## src/hdl/bnps_pkg.sv

```systemverilog
// Shared types, codes and constants for the budget nearest point search block.
package bnps_pkg;

    localparam int BNPS_MAX_POINTS = 1024;
    localparam int COORD_W         = 30;
    localparam int SQ_W            = 2 * COORD_W;
    localparam int DIST_W          = SQ_W + 1;

    localparam logic [1:0] KIND_CLEAR  = 2'd0;
    localparam logic [1:0] KIND_APPEND = 2'd1;
    localparam logic [1:0] KIND_QUERY  = 2'd2;

    typedef struct packed {
        logic [1:0]         kind;
        logic [COORD_W-1:0] coord_x;
        logic [COORD_W-1:0] coord_y;
        logic [COORD_W-1:0] weight;
    } t_in_item;

    typedef struct packed {
        logic               found;
        logic [COORD_W-1:0] best_x;
        logic [COORD_W-1:0] best_y;
        logic [COORD_W-1:0] best_weight;
        logic               overflow;
    } t_out_item;

    typedef struct packed {
        logic [COORD_W-1:0] x;
        logic [COORD_W-1:0] y;
        logic [COORD_W-1:0] w;
    } t_point;

    typedef enum logic [2:0] {
        ST_IDLE,
        ST_SCAN,
        ST_DRAIN,
        ST_RESULT,
        ST_OVERFLOW
    } t_state;

    // controller -> datapath
    typedef struct packed {
        logic clear;
        logic append;
        logic start;
        logic scan_step;
        logic load_query;
        logic load_ovf;
    } t_cmd;

    // datapath -> controller
    typedef struct packed {
        logic full;
        logic empty;
        logic last;
        logic busy;
        logic out_free;
    } t_sts;

endpackage

```

## src/hdl/bnps_ctrl.sv

```systemverilog
// Controller state machine: sequences appends, scans and result loads.
module bnps_ctrl import bnps_pkg::*; (
    input  logic       i_clk,
    input  logic       i_rst_n,
    input  logic       i_in_valid,
    input  logic [1:0] i_kind,
    input  t_sts       i_sts,
    output t_cmd       o_cmd,
    output logic       o_in_stall
);

    t_state r_state;
    t_state n_state;

    always_ff @(posedge i_clk) begin
        if (!i_rst_n) begin
            r_state <= ST_IDLE;
        end else begin
            r_state <= n_state;
        end
    end

    always_comb begin
        n_state    = r_state;
        o_cmd      = '0;
        o_in_stall = (r_state != ST_IDLE);
        case (r_state)
            ST_IDLE: begin
                if (i_in_valid) begin
                    case (i_kind)
                        KIND_CLEAR: begin
                            o_cmd.clear = 1'b1;
                        end
                        KIND_APPEND: begin
                            if (i_sts.full) begin
                                n_state = ST_OVERFLOW;
                            end else begin
                                o_cmd.append = 1'b1;
                            end
                        end
                        KIND_QUERY: begin
                            o_cmd.start = 1'b1;
                            n_state     = i_sts.empty ? ST_DRAIN : ST_SCAN;
                        end
                        default: begin
                            // drop the beat
                        end
                    endcase
                end
            end
            ST_SCAN: begin
                o_cmd.scan_step = 1'b1;
                if (i_sts.last) begin
                    n_state = ST_DRAIN;
                end
            end
            ST_DRAIN: begin
                if (!i_sts.busy) begin
                    n_state = ST_RESULT;
                end
            end
            ST_RESULT: begin
                if (i_sts.out_free) begin
                    o_cmd.load_query = 1'b1;
                    n_state          = ST_IDLE;
                end
            end
            ST_OVERFLOW: begin
                if (i_sts.out_free) begin
                    o_cmd.load_ovf = 1'b1;
                    n_state        = ST_IDLE;
                end
            end
            default: begin
                n_state = ST_IDLE;
            end
        endcase
    end

endmodule

```

## config.mk

```make
export PLATFORM = sky130hd
export DESIGN_NAME = bnps_ctrl
export DESIGN_NICKNAME = d
export VERILOG_FILES = /design/src/hdl/bnps_pkg.sv /design/src/hdl/bnps_ctrl.sv
export SDC_FILE = /design/constraint.sdc
export NUM_CORES = 1
export LEC_CHECK = 0
export BUFFER_PORTS_ARGS = -buffer_cell sky130_fd_sc_hd__buf_4
export CORE_AREA = 2 2 39 41
export DETAILED_ROUTE_END_ITERATION = 8
export DIE_AREA = 0 0 41 43
export SLEW_MARGIN = 20
export SYNTH_ARGS = -nofsm -noshare
export SYNTH_HDL_FRONTEND = slang
export SYNTH_SLANG_ARGS = --single-unit
export TNS_END_PERCENT = 100
```

## constraint.sdc

```tcl
create_clock -name i_clk -period 1.88 [get_ports i_clk]
set_input_delay 0.376 -clock i_clk [delete_from_list [all_inputs] [get_ports i_clk]]
set_output_delay 0.376 -clock i_clk [all_outputs]
set_load 0.05 [all_outputs]
```

==> results of run 1 <==
==> layer usage <==
metal / vias up / global-route usage / part of all wire
met5: - / 0 / 0
met4: 0 / 0.100 / 0.031
met3: 4 / 0.0157 / 0.041
met2: 15 / 0.194 / 0.52
met1: 188 / 0.134 / 0.40
li1: 199 / - / -
==> kinds of logic after synthesis <==
family                 after synthesis
AO/OA/AOI/OAI                        9
buffers and inverters                6
flip-flops                           3
multiplexers                         1
AND/OR/NAND/NOR                     23
==> what timing repair did <==
item                                    CTS  global route
endpoints found under the setup margin    0             3
hold buffers                              0             0
resized for setup                         0             1
==> worst max-delay path by stage <==
stage / start / end / slack [ns]
global placement: r_state[1]$_SDFFE_PN0P_ / o_cmd[4] / 0.32
finish: r_state[1]$_SDFFE_PN0P_ / o_cmd[4] / 0.12
floorplan: r_state[0]$_SDFFE_PN0P_ / o_cmd[4] / -0.23
global route: r_state[1]$_SDFFE_PN0P_ / o_cmd[4] / 0.005
detailed placement: r_state[1]$_SDFFE_PN0P_ / o_cmd[4] / 0.29
CTS: r_state[1]$_SDFFE_PN0P_ / o_cmd[4] / 0.02
==> critical path: stages (launching register included) <==
cell	delay, ns
dfxtp_1	0.37
nor3_2	0.23
nand2_1	0.15
nor4_2	0.15
buf_4	0.24
==> power groups by stage <==
| stage | logic, mW | clock network, mW | registers [mW] |
|---|---|---|---|
| floorplan | 0.0379 | 0 | 0.0667 |
| global placement | 0.0667 | 0 | 0.0671 |
| detailed placement | 0.0671 | 0 | 0.0670 |
| CTS | 0.0675 | 0.119 | 0.0660 |
| global route | 0.0727 | 0.122 | 0.0662 |
| finish | 0.0674 | 0.117 | 0.0662 |
==> cell type report <==
type / count / area (µm²) / area share
Inverter: 4 / 15.0 / 0.0296
Multi-Input combinational cell: 33 / 250 / 0.494
Timing Repair Buffer: 18 / 135 / 0.267
Clock buffer: 4 / 26.3 / 0.0519
Tap cell: 16 / 20.0 / 0.0395
Sequential cell: 3 / 60.1 / 0.119
==> per-stage QoR <==
step | hold slack [ns] | TNS [ns] | utilization | cell area (µm²) | worst slack, ns
4_1_cts | 0.396 | 0 | 0.363 | 502 | 0.0203
3_5_place_dp | 0.641 | 0 | 0.344 | 475 | 0.288
3_3_place_gp | 0.639 | 0 | 0.344 | 475 | 0.321
5_1_grt | 0.419 | 0 | 0.366 | 507 | 0.00479
6_report | 0.400 | 0 | 0.366 | 507 | 0.123
2_1_floorplan | 0.511 | -0.266 | - | 343 | -0.227
==> synth_stat cells, drive strengths merged <==
| library cell | number |
|---|---|
| and2b | 1 |
| and3 | 2 |
| or3b | 1 |
| nand3 | 1 |
| o41ai | 1 |
| nor3 | 3 |
| nor4 | 2 |
| a211o | 1 |
| or4b | 1 |
| and3b | 1 |
| o21ai | 2 |
| a311o | 1 |
| and4 | 1 |
| nor2b | 1 |
| nand2 | 1 |
| o22ai | 1 |
| inv | 4 |
| nor2 | 5 |
| nand2b | 2 |
| dfxtp | 3 |
| buf | 2 |
| mux2 | 1 |
| o311ai | 1 |
| a2bb2oi | 1 |
| nand3b | 1 |
| a31oi | 1 |
==> results.yml, run 1 <==
flow_run:
  maxCapViolCount: 0
min_path:
  min_from: "i_rst_n"
  holdPathStages: 3
  hold_class: "in -> reg"
  hold-path-endpoint: "r_state[0]$_SDFFE_PN0P_"
clocking:
  cts_max_path_buffers: 2
  cts_tree: "done"
  cts_buffers: 3
  cts_sinks: 3
  cts-root-buf: "clkbuf_4"
  post-cts-setup-buffers: 0
  htree_num_levels: 1
  clkLatencyLatePin_ns: 0.24
  path_clk_slew_ns: 0.04
place:
  placedCellCount: 74
  gp_congestion: 0.808
  dp_hpwl_um: 739
  io_buffer_count: 16
timing:
  slew_viol_final: 0
  max_freq_mhz: 569
  skew_ns: 0.00162
  hold_violations: 0
  worst_pin_slew_ns: 0.364
  slew-limit-headroom: 0.757
  fin_crit_sh: 0.935
  setup_viol: 0
  rsz0062_at_grt: "no"
  timing.final.crit_period_ns: 1.76
synthesis:
  synthSimpleGateAreaFrac: 0.415
  syn_area_per_cell_um2: 7.89
  synth.mux.area_fraction: 0.0340
  synth_top_family_by_area: "simple AND/OR/NAND/NOR gates"
  synth_fp_nets: 52
  synth_top_area_share: 0.181
  synth_seq_cells: 3
  netlist-cell-type-count: 27
  synth_warnings: 0
  synthTopCellsByArea: "dfxtp_1 (18%), buf_6 (6.8%), nor2_1 (5.7%), o311ai_2 (4.9%), nor3_1 (4.5%)"
  synthXorXnorAreaFrac: 0
  synthCells: 42
  netlist_area_um2: 332
  synth_area_leader_cell: "dfxtp_1"
  synthAdderAreaFrac: 0
  synth_seq_area_share: 0.181
  synth_compound_area_frac: 0.257
finish:
  fillers: 143
  mostFrequentLayoutCell: "buf_4"
  largest_registers: "r_state: 3 flops"
  largest_reg_flops: 3
  drive_gt1_frac: 0.435
  nNetsFinal: 73
  top_register: "r_state"
  fin_cells: 78
  syn_to_final_growth_pct: 52.8
  diodes: 0
  final_cell_mix: "buf_4 (18), nor2_1 (5), inv_1 (4)"
status:
  status: "finished clean"
global_route:
  grt_pass1_vias: 361
  grt_antenna_before_repair: 0
  grt_start_max_net_pins: 13
  grt_usage: 0.122
  grt_overflow: 0
  grt_first_pass_wirelength_um: 1410
worst_setup_path:
  ff2ff_setup_slack_ns: 0.34
  cp_data_required_time_ns: 1.50
  r2r.worst_path.cells: 5
  r2r-start: "r_state[1]$_SDFFE_PN0P_"
  crit_type: "reg -> out"
  start_kind: "flop"
  arrival_ns: 1.38
  reg2reg_to: "r_state[1]$_SDFFE_PN0P_"
  cp-end-kind: "output pin"
  worstPathMaxFanout: 8
power:
  seq_power_share: 0.264
  cell_internal_pwr_uw: 174
  p_leak_nw: 0.234
  ir_drop_mv: 0.196
  switching_share: 0.307
  p_clk_frac: 0.468
  power_density_nw_per_um2: 495
  comb_power_share: 0.268
  p_total_uw: 251
  switchingPower_uw: 77.0
detailed_routing:
  vias: 406
  ant_nets: 0
  drc_errors: 0
  dr.pass1.iters: 4
  wirelength_um: 988
  drt-wirelength-per-cell_um: 12.7
  drtIter0Drc: 11
  via_per_inst: 5.21
floorplanning:
  start_util: 0.240
  die_x_um: 41
  die_y_um: 43
  ios: 17
  rows: 14
  core_um2: 1380
  die_area_um2: 1760
No activity file was read; power rests on OpenSTA's default activity.
==> run 2: changes to the inputs <==
Settings changed: ABC_AREA set to 1.
Clock period 1.88 ns to 1.6 ns, I/O delays scaled along.
==> run 2 against run 1 <==
First-iteration DRC count down 73%. Setup slack lost 0.021 ns. Combinational power grew to 9.6 times the previous value. Synthesized cell count is 50% higher. Wire length decreased by 12%. Cell count is 31% higher. Clock skew is 0.0020 ns higher. Global-route usage is 1.2 points lower. Hold slack worse by 0.078 ns. Critical endpoint is now o_cmd[5].
==> results.yml, run 2 <==
synthesis:
  synthCells: 63
  netlist_area_um2: 362
  synth_top_area_share: 0.166
  synthTopCellsByArea: "dfxtp_1 (17%), nand3_1 (14%), nor2_1 (13%), inv_1 (10%), nand2_1 (9.3%)"
  synthFlopType: "dfxtp_1"
  synth_seq_cells: 3
  synth.mux.area_fraction: 0
  synth_area_leader_cell: "dfxtp_1"
  synth_seq_area_share: 0.166
  synth_warnings: 0
  synthSimpleGateAreaFrac: 0.633
  synth-edff-count: 0
  synth_compound_area_frac: 0.0519
  synth_top_family_by_area: "simple AND/OR/NAND/NOR gates"
  synthAdderAreaFrac: 0
  ys_async_sr_fraction: 0
  post-synth-top-count-cell: "nor2_1"
  netlist-cell-type-count: 17
  synth_fp_nets: 73
  synthXorXnorAreaFrac: 0
  syn_area_per_cell_um2: 5.74
  synthTopCellsByCount: "nor2_1 (13), inv_1 (10), nand3_1 (10)"
min_path:
  hold-path-endpoint: "r_state[1]$_SDFFE_PN0P_"
  min_from: "i_rst_n"
  holdPathStages: 3
  hold_class: "in -> reg"
global_route:
  grt_first_pass_wirelength_um: 1350
  grt_start_max_net_pins: 8
  grt_pass1_vias: 368
  grt_antenna_before_repair: 0
  grt_overflow: 0
  grt_usage: 0.110
timing:
  timing.final.crit_period_ns: 1.50
  hold_violations: 0
  worst_pin_slew_ns: 0.215
  holdWs_ns: 0.322
  slew_viol_final: 0
  fin_crit_sh: 0.936
  skew_ns: 0.00361
  tns_ns: 0
  setup_viol: 0
  max_freq_mhz: 668
  slew-limit-headroom: 0.856
finish:
  drive_gt1_frac: 0.465
  fin_cells: 102
  fin_util: 0.412
  mostFrequentLayoutCell: "buf_4"
  syn_to_final_growth_pct: 57.8
  final_cell_mix: "buf_4 (19), nor2_1 (13), inv_1 (10), nand3_1 (10), nand2_1 (9)"
  top_register: "r_state"
  diodes: 0
  largest_reg_flops: 3
  nNetsFinal: 97
  largest_registers: "r_state: 3 flops"
place:
  dp_hpwl_um: 718
  gp_congestion: 0.728
  io_buffer_count: 16
  placedCellCount: 95
floorplanning:
  rows: 14
  core_um2: 1380
  start_util: 0.261
  die_area_um2: 1760
  die_y_um: 43
  ios: 17
  die_x_um: 41
detailed_routing:
  drt-wirelength-per-cell_um: 8.50
  wirelength_um: 867
  via_per_inst: 4.28
  vias: 437
  ant_nets: 0
  drtIter0Drc: 3
  dr.pass1.iters: 4
  drc_errors: 0
power:
  comb_power_share: 0.699
  switchingPower_uw: 493
  seq_power_share: 0.159
  switching_share: 0.531
  p_clk_frac: 0.142
  cell_internal_pwr_uw: 435
  ir_drop_mv: 0.683
  p_leak_nw: 0.322
  power_density_nw_per_um2: 1630
clocking:
  htree_num_levels: 1
  cts_buffers: 3
  clkLatencyLatePin_ns: 0.23
  cts_sinks: 3
  cts_max_path_buffers: 2
  cts-hold-fix-buffers: 0
  cts_tree: "done"
  cts-root-buf: "clkbuf_4"
  path_clk_slew_ns: 0.04
worst_setup_path:
  arrival_ns: 1.18
  cp_data_required_time_ns: 1.28
  r2r.worst_path.cells: 8
  r2r-start: "r_state[2]$_SDFFE_PN0P_"
  start_kind: "flop"
  reg2reg_to: "r_state[2]$_SDFFE_PN0P_"
  ff2ff_setup_slack_ns: 0.34
  cp-end-kind: "output pin"
  crit_type: "reg -> out"
  worstPathMaxFanout: 6
status:
  status: "finished clean"
flow_run:
  maxCapViolCount: 0
## run 2: area by class of cell
cell class              instances  area [µm²]
clock buffers                   4        26.3
multi-input cells              47         265
inverters                      13        53.8
flip-flops and latches          3        62.6
repair buffers                 19         143
well taps                      16        20.0
fillers                       152         813
## run 2: cells by family (layout without fill, tap and decap cells)
family,Yosys count,in the layout
buf+inv,13,36
flops,3,3
simple gates,44,44
compound gates,3,3
## run 2: how the worst max path moves through the flow
stage	from	endpoint	depth (start not counted)
4_1_cts	r_state[1]$_SDFFE_PN0P_	o_cmd[4]	4
2_1_floorplan	r_state[0]$_SDFFE_PN0P_	o_cmd[4]	3
6_report	r_state[0]$_SDFFE_PN0P_	o_cmd[5]	4
5_1_grt	r_state[0]$_SDFFE_PN0P_	o_cmd[4]	4
3_5_place_dp	r_state[0]$_SDFFE_PN0P_	o_cmd[4]	4
3_3_place_gp	r_state[0]$_SDFFE_PN0P_	o_cmd[5]	4
## run 2: critical path, cell delays in order, from the launching register on
cell,delay [ns]
dfxtp_2,0.34
nor2_4,0.14
nand2_4,0.09
nor4_2,0.14
buf_4,0.24
## run 2: routing by layer
layer	share of wire	vias up	track usage
met1	0.44	179	0.144
met5	0	-	0
met4	0	0	0.0600
met2	0.49	13	0.175
met3	0.063	0	0
li1	-	245	-
## run 2: timing repair
action | 4_1_cts | 5_1_grt
buffers inserted | 1 | 2
setup endpoints to repair | 2 | 2
pin swaps | 1 | 1
resized for setup | 0 | 2
## run 2: power by group through the flow
stage,Clock (mW),Sequential [mW],Combinational (mW)
after CTS,0.142,0.144,0.635
final,0.131,0.148,0.649
after global routing,0.145,0.153,0.717
after detailed placement,0,0.145,0.614
after global placement,0,0.143,0.615
after floorplan,0,0.137,0.481
## run 2: stage by stage
stage                     power, mW  setup slack [ns]  area [µm²]
final                         0.928             0.102         571
after global routing           1.02          -0.00177         571
after detailed placement      0.760             0.231         519
after global placement        0.758             0.249         519
after floorplan               0.618            -0.301         379
after CTS                     0.921            0.0519         553
==> run 3: changes to the inputs <==
==> constraint.sdc (replaced) <==
create_clock -name i_clk -period 1.6 [get_ports i_clk]
set_input_delay 0.16 -clock i_clk [delete_from_list [all_inputs] [get_ports i_clk]]
set_output_delay 0.16 -clock i_clk [all_outputs]
set_load 0.05 [all_outputs]
==> run 3 against run 2 <==
Via count did not move. Clock skew up 0.00093 ns. Cell count is 2.9% lower. Hold slack got worse by 0.16 ns. Critical path depth did not move. Flip-flop and latch count unchanged. Combinational power decreased by 6.8%. Register-to-register slack improved by 0.06 ns. Global-route usage down 0.11 points. Power down 5.0%. Clock power is essentially flat. Critical path type unchanged. Largest cell class unchanged. Highest routed layer is now met4.
==> results.yml, run 3 (synthesized netlist as in run 2, its figures left out) <==
flow_run:
  maxCapViolCount: 0
detailed_routing:
  ant_nets: 0
  wl_met3_um: 56
  drt-wirelength-per-cell_um: 8.66
  vias: 437
  drtIter0Drc: 2
  wirelength_um: 857
  wl_met2_um: 418
  drc_errors: 0
  via_per_inst: 4.41
  wl_met1_um: 367
  dr.pass1.iters: 2
  top_layer: "met4"
power:
  switchingPower_uw: 484
  p_clk_frac: 0.151
  cell_internal_pwr_uw: 398
  p_leak_nw: 0.308
  switching_share: 0.549
  comb_power_share: 0.686
  power_density_nw_per_um2: 1620
  ir_drop_mv: 0.827
  seq_power_share: 0.163
clocking:
  clkLatencyLatePin_ns: 0.23
  cts_sinks: 3
  cts_resized: 0
  cts_buffers: 3
  post-cts-setup-buffers: 0
  htree_num_levels: 1
  path_clk_slew_ns: 0.04
  cts-hold-fix-buffers: 0
  cts_tree: "done"
  cts_max_path_buffers: 2
  cts-root-buf: "clkbuf_4"
worst_setup_path:
  crit_family: "simple AND/OR/NAND/NOR gates"
  path_cells: "nor2_4, nand2_4, nor4_2, buf_4"
  cp_data_required_time_ns: 1.44
  arrival_ns: 1.27
  slowest_delay_ns: 0.36
  worstPathMaxFanout: 6
  start_kind: "flop"
  slowest_stage: "dfxtp_1"
  cp-end-kind: "output pin"
  crit_buf_inv: 1
  crit_type: "reg -> out"
place:
  dp_hpwl_um: 735
  gp_congestion: 0.826
  place_ws_ns: 0.411
  placedCellCount: 95
  io_buffer_count: 16
  dpl-instance-area_um2: 519
global_route:
  grt_usage: 0.109
  grt_start_max_net_pins: 8
  grt_first_pass_wirelength_um: 1320
  grt_antenna_before_repair: 0
  grt_overflow: 0
  grt_pass1_vias: 373
timing:
  worst_pin_slew_ns: 0.236
  setup_viol: 0
  rsz0062_at_grt: "no"
  tns_ns: 0
  max_freq_mhz: 700
  fin_crit_sh: 0.892
  layout_setup_ws_ns: 0.172
  skew_ns: 0.00454
  timing.final.crit_period_ns: 1.43
  slew-limit-headroom: 0.843
  hold_violations: 0
  slew_viol_final: 0
finish:
  top_register: "r_state"
  syn_to_final_growth_pct: 50.9
  fin_util: 0.394
  drive_gt1_frac: 0.422
  stdcell_area_um2: 546
  diodes: 0
  mostFrequentLayoutCell: "buf_4"
  largest_reg_flops: 3
  nNetsFinal: 94
  largest_registers: "r_state: 3 flops"
  fin_cells: 99
  final_cell_mix: "buf_4 (16), nor2_1 (13), inv_1 (10), nand3_1 (10), nand2_1 (9)"
floorplanning:
  start_util: 0.261
  core_um2: 1380
  die_x_um: 41
  ios: 17
  rows: 14
  die_y_um: 43
  die_area_um2: 1760
status:
  status: "finished clean"
min_path:
  hold_class: "in -> reg"
-- run 3: stage by stage --
stage               hold WS, ns  power [mW]
detailed placement        0.405       0.753
global route              0.155       0.958
global placement          0.401       0.757
finish                    0.162       0.882
floorplan                 0.281       0.618
CTS                       0.156       0.895
-- run 3: routing by layer --
| layer | up-vias | GRT usage |
|---|---|---|
| li1 | 237 | - |
| met1 | 185 | 0.112 |
| met2 | 13 | 0.181 |
| met3 | 2 | 0.0209 |
| met4 | 0 | 0.0800 |
| met5 | - | 0 |
-- run 3: area by class of cell --
class                      count  area, µm²
clock buffer                   4       26.3
fill                         143        838
inverter                      13       53.8
multi-input combinational     47        265
sequential                     3       60.1
tap                           16       20.0
timing repair buffer          16        120
-- run 3: power groups by stage --
stage	combinational [mW]	clock, mW	sequential (mW)
after floorplan	0.481	0	0.137
after global placement	0.613	0	0.143
after detailed placement	0.608	0	0.145
after CTS	0.609	0.142	0.143
after global routing	0.661	0.149	0.148
final	0.605	0.133	0.144
-- run 3: tightest hold or removal path: cells and delay by family --
family / cells / cell delay (ns)
buf+inv: 1 / 0.09
simple gates: 2 / 0.11
-- run 3: final timing paths --
kind,from,end,slack (ns),cells past startpoint
worst max register to register,r_state[2]$_SDFFE_PN0P_,r_state[1]$_SDFFE_PN0P_,0.40,7
worst max-delay path,r_state[0]$_SDFFE_PN0P_,o_cmd[4],0.17,4
worst min register to register,r_state[0]$_SDFFE_PN0P_,r_state[0]$_SDFFE_PN0P_,0.57,2
worst min-delay path,i_rst_n,r_state[2]$_SDFFE_PN0P_,0.16,3
